## src/rtl/arla_pkg.sv

```systemverilog
package arla_pkg;

  localparam int CFG_IDX_BITS  = 2;
  localparam int CFG_DATA_BITS = 12;
  localparam int TOL_BITS      = 12;
  localparam int SPAN_BITS     = 12;
  localparam int DZ_BITS       = 7;
  localparam int AXIS_BITS     = 16;
  localparam int QUOT_BITS     = 17;

  localparam logic [CFG_IDX_BITS-1:0] CFG_TOLERANCE = 2'd0;
  localparam logic [CFG_IDX_BITS-1:0] CFG_SPAN      = 2'd1;
  localparam logic [CFG_IDX_BITS-1:0] CFG_DEADZONE  = 2'd2;

  localparam logic OP_SAMPLE    = 1'b0;
  localparam logic OP_CALIBRATE = 1'b1;

  localparam logic [TOL_BITS-1:0]  TOL_RESET  = 12'd82;
  localparam logic [SPAN_BITS-1:0] SPAN_RESET = 12'd50;
  localparam logic [DZ_BITS-1:0]   DZ_RESET   = 7'd10;

  localparam logic [DZ_BITS-1:0]     PCT_SCALE = 7'd100;
  localparam logic [QUOT_BITS:0]     AXIS_LOW  = 18'd32767;

  typedef enum logic [1:0] {
    ST_IDLE,
    ST_PREP,
    ST_DIV,
    ST_FIN
  } arla_state_t;

  typedef struct packed {
    logic done;
    logic rem_nz;
  } arla_div_stat_t;

endpackage

```

## src/rtl/arla_div.sv

```systemverilog
module arla_div #(
  parameter int DEN_BITS = 13,
  parameter int DVD_BITS = 29
) (
  input  logic                               clk,
  input  logic                               rst,
  input  logic                               start,
  input  logic [DVD_BITS-1:0]                dividend,
  input  logic [DEN_BITS-1:0]                divisor,
  output logic [arla_pkg::QUOT_BITS-1:0]     quotient,
  output arla_pkg::arla_div_stat_t           stat
);

  localparam int CNT_BITS = $clog2(DVD_BITS + 1);

  logic                  busy;
  logic                  done;
  logic [CNT_BITS-1:0]   cnt;
  logic [DVD_BITS-1:0]   dvd_sr;
  logic [DEN_BITS-1:0]   rem;
  logic [DEN_BITS:0]     shifted;
  logic                  fits;

  // one quotient bit per cycle, dividend shifted out msb first
  assign shifted = {rem, dvd_sr[DVD_BITS-1]};
  assign fits    = shifted >= {1'b0, divisor};

  always_ff @(posedge clk) begin
    if (rst) begin
      busy <= 1'b0;
      done <= 1'b0;
      cnt  <= '0;
    end else begin
      done <= 1'b0;
      if (start) begin
        busy <= 1'b1;
        cnt  <= CNT_BITS'(DVD_BITS);
      end else if (busy) begin
        cnt <= cnt - 1'b1;
        if (cnt == CNT_BITS'(1)) begin
          busy <= 1'b0;
          done <= 1'b1;
        end
      end
    end
  end

  always_ff @(posedge clk) begin
    if (start) begin
      dvd_sr   <= dividend;
      rem      <= '0;
      quotient <= '0;
    end else if (busy) begin
      dvd_sr   <= {dvd_sr[DVD_BITS-2:0], 1'b0};
      rem      <= fits ? DEN_BITS'(shifted - {1'b0, divisor}) : shifted[DEN_BITS-1:0];
      quotient <= {quotient[arla_pkg::QUOT_BITS-2:0], fits};
    end
  end

  assign stat.done   = done;
  assign stat.rem_nz = |rem;

endmodule

```

## src/rtl/auto_ranging_lever_axis.sv

```systemverilog
// channel  dir  handshake            payload
// in       in   in_valid / in_stall  op, sample, run_mode, link_up
// out      out  out_valid / out_stall axis_value
// cfg      in   cfg_we               cfg_index, cfg_data
//
// Calibrate, setup-mode, small-change and no-result items never enter the divider.
// An item with a result runs through the bit-serial divider, which retires one
// quotient bit per cycle; the input stalls until the item is finished.
// Synchronous reset restores register defaults and clears position and range.
// The result waits in an output register; a stalled result holds the block in
// its final state until the register frees.
module auto_ranging_lever_axis #(
  parameter int SAMPLE_BITS = 12
) (
  input  logic                                   clk,
  input  logic                                   rst,
  input  logic                                   in_valid,
  output logic                                   in_stall,
  input  logic                                   op,
  input  logic [SAMPLE_BITS-1:0]                 sample,
  input  logic                                   run_mode,
  input  logic                                   link_up,
  output logic                                   out_valid,
  input  logic                                   out_stall,
  output logic signed [arla_pkg::AXIS_BITS-1:0]  axis_value,
  input  logic                                   cfg_we,
  input  logic [arla_pkg::CFG_IDX_BITS-1:0]      cfg_index,
  input  logic [arla_pkg::CFG_DATA_BITS-1:0]     cfg_data
);

  localparam int RB = SAMPLE_BITS + 1;
  localparam int WW = (SAMPLE_BITS > arla_pkg::TOL_BITS) ? SAMPLE_BITS : arla_pkg::TOL_BITS;
  localparam int CW = WW + 1;
  localparam int PW = RB + arla_pkg::AXIS_BITS;
  localparam int MW = RB + arla_pkg::DZ_BITS;
  localparam logic [CW-1:0] RMAX_W = CW'({RB{1'b1}});

  arla_pkg::arla_state_t state, state_next;

  logic [arla_pkg::TOL_BITS-1:0]  change_tolerance;
  logic [arla_pkg::SPAN_BITS-1:0] initial_span;
  logic [arla_pkg::DZ_BITS-1:0]   deadzone_percent;

  logic [SAMPLE_BITS-1:0] lever_pos;
  logic [SAMPLE_BITS-1:0] range_min;
  logic [RB-1:0]          range_max;
  logic [RB-1:0]          num;
  logic [RB-1:0]          den;
  logic                   below_half;

  logic                   accept;
  logic                   div_start;
  logic                   out_load;
  logic [SAMPLE_BITS-1:0] diff;
  logic                   moved;
  logic [CW-1:0]          top;
  logic [RB-1:0]          cal_max;
  logic [RB-1:0]          new_max;
  logic                   emit;
  logic [MW-1:0]          pct_lhs;
  logic [MW-1:0]          pct_rhs;
  logic [RB-1:0]          num_eff;
  logic [PW-1:0]          prod;
  logic [arla_pkg::QUOT_BITS:0]      val;
  logic [arla_pkg::QUOT_BITS-1:0]    quotient;
  arla_pkg::arla_div_stat_t          div_stat;

  assign accept = in_valid && !in_stall;

  assign diff    = (lever_pos > sample) ? lever_pos - sample : sample - lever_pos;
  assign moved   = WW'(diff) >= WW'(change_tolerance);
  assign top     = CW'(sample) + CW'(initial_span);
  assign cal_max = (top > RMAX_W) ? {RB{1'b1}} : top[RB-1:0];
  assign new_max = ({1'b0, sample} > range_max) ? {1'b0, sample} : range_max;
  assign emit    = (new_max > {1'b0, range_min}) && link_up;

  // dead zone: num*100 < dz*den
  assign pct_lhs = MW'(num) * MW'(arla_pkg::PCT_SCALE);
  assign pct_rhs = MW'(deadzone_percent) * MW'(den);
  assign num_eff = (pct_lhs < pct_rhs) ? '0 : num;
  // 65534*num = (num << 16) - (num << 1)
  assign prod    = (PW'(num_eff) << arla_pkg::AXIS_BITS) - (PW'(num_eff) << 1);

  always_comb begin
    state_next = state;
    unique case (state)
      arla_pkg::ST_IDLE: begin
        if (accept && (op == arla_pkg::OP_SAMPLE) && run_mode && moved && emit)
          state_next = arla_pkg::ST_PREP;
      end
      arla_pkg::ST_PREP: state_next = arla_pkg::ST_DIV;
      arla_pkg::ST_DIV: begin
        if (div_stat.done) state_next = arla_pkg::ST_FIN;
      end
      arla_pkg::ST_FIN: begin
        if (!out_valid || !out_stall) state_next = arla_pkg::ST_IDLE;
      end
      default: state_next = arla_pkg::ST_IDLE;
    endcase
  end

  always_comb begin
    in_stall  = (state != arla_pkg::ST_IDLE);
    div_start = (state == arla_pkg::ST_PREP);
    out_load  = (state == arla_pkg::ST_FIN) && (!out_valid || !out_stall);
  end

  always_ff @(posedge clk) begin
    if (rst) begin
      state <= arla_pkg::ST_IDLE;
    end else begin
      state <= state_next;
    end
  end

  always_ff @(posedge clk) begin
    if (rst) begin
      change_tolerance <= arla_pkg::TOL_RESET;
      initial_span     <= arla_pkg::SPAN_RESET;
      deadzone_percent <= arla_pkg::DZ_RESET;
    end else if (cfg_we) begin
      unique case (cfg_index)
        arla_pkg::CFG_TOLERANCE: change_tolerance <= cfg_data;
        arla_pkg::CFG_SPAN:      initial_span     <= cfg_data;
        arla_pkg::CFG_DEADZONE:  deadzone_percent <= cfg_data[arla_pkg::DZ_BITS-1:0];
        default: ;
      endcase
    end
  end

  always_ff @(posedge clk) begin
    if (rst) begin
      lever_pos <= '0;
      range_min <= '0;
      range_max <= '0;
    end else if (accept) begin
      if (op == arla_pkg::OP_CALIBRATE) begin
        range_min <= sample;
        range_max <= cal_max;
        lever_pos <= sample;
      end else if (run_mode && moved) begin
        lever_pos <= sample;
        range_max <= new_max;
      end
    end
  end

  always_ff @(posedge clk) begin
    if (accept) begin
      den <= new_max - {1'b0, range_min};
      num <= (sample > range_min) ? {1'b0, sample - range_min} : '0;
    end
    if (div_start) begin
      below_half <= {num_eff, 1'b0} < {1'b0, den};
    end
  end

  arla_div #(
    .DEN_BITS (RB),
    .DVD_BITS (PW)
  ) u_div (
    .clk      (clk),
    .rst      (rst),
    .start    (div_start),
    .dividend (prod),
    .divisor  (den),
    .quotient (quotient),
    .stat     (div_stat)
  );

  // negative non-integer results round toward zero
  assign val = {1'b0, quotient} + {{arla_pkg::QUOT_BITS{1'b0}}, (div_stat.rem_nz && below_half)}
               - arla_pkg::AXIS_LOW;

  always_ff @(posedge clk) begin
    if (rst) begin
      out_valid <= 1'b0;
    end else if (out_load) begin
      out_valid <= 1'b1;
    end else if (!out_stall) begin
      out_valid <= 1'b0;
    end
  end

  always_ff @(posedge clk) begin
    if (out_load) begin
      axis_value <= val[arla_pkg::AXIS_BITS-1:0];
    end
  end

endmodule
```

## config.mk

```make
export PLATFORM = sky130hd
export DESIGN_NAME = auto_ranging_lever_axis
export DESIGN_NICKNAME = d
export VERILOG_FILES = /design/src/rtl/arla_pkg.sv /design/src/rtl/arla_div.sv /design/src/rtl/auto_ranging_lever_axis.sv
export SDC_FILE = /design/constraint.sdc
export NUM_CORES = 1
export LEC_CHECK = 0
export ABC_AREA = 1
export BUFFER_PORTS_ARGS = -buffer_cell sky130_fd_sc_hd__buf_2
export CORE_UTILIZATION = 25
export CTS_BUF_LIST = sky130_fd_sc_hd__clkbuf_8
export DETAILED_ROUTE_END_ITERATION = 16
export PLACE_DENSITY = 0.44
export SETUP_SLACK_MARGIN = 0.15
export SKIP_CTS_REPAIR_TIMING = 1
export SLEW_MARGIN = 10
export SYNTH_ARGS = -nofsm -noshare
export SYNTH_HDL_FRONTEND = slang
export SYNTH_SLANG_ARGS = --single-unit
```

## constraint.sdc

```tcl
create_clock -name clk -period 7.8 [get_ports clk]
set_clock_uncertainty 0.1 [all_clocks]
set_input_delay 1.17 -clock clk [delete_from_list [all_inputs] [get_ports clk]]
set_output_delay 1.17 -clock clk [all_outputs]
set_load 0.01 [all_outputs]
```

==> summary.md <==
| Metric | Value |
|---|---|
| Fmax | `between 100 and 150 MHz` |
| Die Area | `approximately 66000 µm²` |
| Crit path DAT | `~7.5 ns` |
| Final worst path period share | `0.920` |
| Commonest cells in the netlist | `nand2_1, inv_1, ha_1` |
| Via density | `4.52` |
| Detail Placement HPWL | `roughly 37000 µm` |
| Largest net degree at the start of global routing | `66` |
| WP data required | `~8 ns` |
| Post-synth EDFFs | `70` |
| Worst Setup End Kind | `flip-flop` |
| Sequential-to-total area share from yosys stat | `0.260` |
| I/O pin count | `52` |
| Tot GR Track Use | `0.141` |
| RePlAce Congestion | `0.862` |
| Worst-path fanout max | `8` |
| First-pass GRT wire length | `between 70000 and 80000 µm` |
| Initial Util | `0.253` |
| Clock latency on the worst-skew pair | `between 0.5 and 0.6 ns` |
| Syn nets | `2481` |
| Initial DRC count | `766` |
| Die W | `approximately 260 µm` |
| Final setup viols | `0` |
| Routed wire length per instance | `between 15 and 20 µm` |
| Final Max Slew Viols | `0` |
| GRT overflow | `0` |
| Most used cell, CP | `inv_1` |
| DR vias | `approximately 14000` |
| Placeable Area | `64500 µm²` |
| CTS tree | `done` |
| Clock sink count | `around 180` |
| HP Class | `reg -> reg` |
| Cells after Synth | `2163` |
| Antenna violations before repair | `1` |
| Rel. slew slack | `0.253` |
| DRC Markers | `0` |
| Share of layout cells above drive strength 1 | `0.0751` |
| Final nets | `2515` |
| Number of cell rows | `93` |
| H-tree levels | `4` |
| Max-Cap Viols | `0` |
| Ys flop type | `dfxtp_1` |
| Slowest cell on crit path | `edfxtp_1` |
| Clock transition at path regs | `roughly 0.11 ns` |
| Hold Vio Cnt, Final | `0` |
| Status | `complete, no violations` |
| Clock buffer depth | `2` |
| Die Height | `257 µm` |
| Vias in the first global route | `around 13000` |
| Critical path class | `reg -> reg` |
| Synth Register Bits | `roughly 180` |
| Synth-to-Final Area Change | `10.1%` |
| IO Port Bufs | `between 50 and 60` |
| Hold depth | `2` |
| Initial DRT Pass Iterations | `5` |
| Total Wirelength | `46000 µm` |
| CTS Buf Count | `17` |
| RSZ-0062 raised after global routing | `no` |
| Synth area leaders | `ha_1, dfxtp_1, edfxtp_1` |
| Worst Reg-to-Reg Cells | `36` |
| Final ANT Viol Nets | `0` |
| Synth top area share | `0.167` |
| Final worst path period need | `~7 ns` |
| Slew @ Worst Pin | `roughly 1.1 ns` |
| Most numerous cell in the Yosys netlist | `nand2_1` |
| Critical Path Source Type | `flip-flop` |
| Synth async-reset ratio | `0` |
| Setup TNS | `0 ns` |
| Biggest area consumer among synthesized cells | `ha_1` |
| Average cell area after synthesis | `~7.5 µm²` |
| Yosys warning total | `0` |
| Worst path max stage delay | `0.55 ns` |
| Syn Std Cell Area | `16300 µm²` |
| Clk root buf | `clkbuf_8` |
| Count of cell types in the netlist | `between 50 and 60` |
[kinds of logic after synthesis]
group | after synthesis | synth area share
buffers and inverters | 467 | 0.110
and+or+nand+nor | 749 | 0.191
AOI/OAI and AO/OA | 403 | 0.145
xor gates and xnor gates | 83 | 0.0446
adders and majority gates | 284 | 0.249
DFF | 177 | 0.260
[layer usage]
metal  up-vias  share of wire  GRT usage
li1       7084              -          -
met3        34          0.030     0.0205
met2       221           0.46      0.230
met1      6504           0.50      0.195
met5         -              0          0
met4         0          0.013     0.0373
[flip-flops by register name (all words and copies together), names as in the netlist]
| register | count |
|---|---|
| change_tolerance | 12 |
| u_div.rem | 13 |
| den | 13 |
| u_div.quotient | 16 |
| range_min | 12 |
| u_div.dvd_sr | 28 |
| state | 2 |
| out_valid | 1 |
| deadzone_percent | 7 |
| num | 12 |
| u_div.done | 1 |
| below_half | 1 |
| u_div.cnt | 5 |
| lever_pos | 12 |
| u_div.busy | 1 |
| range_max | 13 |
| initial_span | 12 |
| axis_value | 16 |
[worst max-delay path, delay by kind of cell (launching register included)]
family | cells | cell delay, ns
XOR/XNOR | 1 | 0.17
AND/OR/NAND/NOR | 7 | 0.83
AO/OA/AOI/OAI | 12 | 1.84
flip-flops | 1 | 0.55
adder cells (fa/ha/maj) | 7 | 2.92
buffers and inverters | 9 | 0.63
[cells in the final DEF (no fill, tap or decap), types with 3 or more instances in the layout]
| cell type | Yosys | final |
|---|---|---|
| a211oi_1 | 3 | 3 |
| a21boi_0 | 5 | 4 |
| a21o_1 | 10 | 10 |
| a21oi_1 | 152 | 152 |
| a31oi_1 | 21 | 21 |
| buf_2 | 5 | 51 |
| buf_4 | 3 | 23 |
| clkbuf_8 | 0 | 18 |
| dfxtp_1 | 107 | 101 |
| dfxtp_2 | 0 | 6 |
| edfxtp_1 | 70 | 70 |
| fa_1 | 67 | 67 |
| ha_1 | 217 | 216 |
| inv_1 | 404 | 403 |
| inv_2 | 2 | 3 |
| inv_6 | 0 | 3 |
| inv_8 | 0 | 4 |
| nand2_1 | 475 | 473 |
| nand2_2 | 7 | 9 |
| nand3_1 | 93 | 92 |
| nand3_2 | 4 | 5 |
| nand4_1 | 15 | 15 |
| nor2_1 | 117 | 117 |
| nor2_4 | 3 | 3 |
| nor3_1 | 15 | 15 |
| nor4_1 | 6 | 6 |
| o2111ai_1 | 3 | 3 |
| o211ai_1 | 19 | 19 |
| o21a_1 | 4 | 4 |
| o21ai_0 | 111 | 111 |
| o21ai_1 | 14 | 14 |
| o21ai_2 | 18 | 18 |
| o21bai_1 | 9 | 9 |
| o22ai_1 | 16 | 16 |
| o31ai_1 | 6 | 6 |
| or2_2 | 4 | 4 |
| xnor2_1 | 28 | 28 |
| xor2_1 | 55 | 55 |
[path summary, 6_finish.rpt]
path	start	end	slack (ns)
min reg2reg	change_tolerance[7]$_SDFFE_PP0P_	change_tolerance[7]$_SDFFE_PP0P_	0.37
min	change_tolerance[7]$_SDFFE_PP0P_	change_tolerance[7]$_SDFFE_PP0P_	0.37
max	den[3]$_DFFE_PP_	below_half$_DFFE_PP_	0.63
max reg2reg	den[3]$_DFFE_PP_	below_half$_DFFE_PP_	0.63
[stage by stage]
stage | hold slack [ns] | setup slack (ns) | area [µm²] | instances | utilization
floorplan | 0.333 | 1.13 | 16300 | 2163 | -
global placement | 0.353 | 0.591 | 17500 | 3025 | 0.271
detailed placement | 0.356 | 0.502 | 17500 | 3025 | 0.271
CTS | 0.372 | 0.523 | 17900 | 3057 | 0.277
global route | 0.397 | 0.156 | 17900 | 3066 | 0.278
finish | 0.369 | 0.627 | 17900 | 3066 | 0.278
[area by class of cell]
type,instances,area [µm²]
inverter,408,1530
clock inverter,14,144
multi-input combinational,1519,10300
timing repair buffer,74,428
antenna,1,2.50
sequential,177,4250
fill,7121,46500
clock buffer,18,248
tap,855,1070
Power is left out: the tool's default activity adds up to more than one toggle a clock period on the data nets, which glitch-free logic cannot reach.
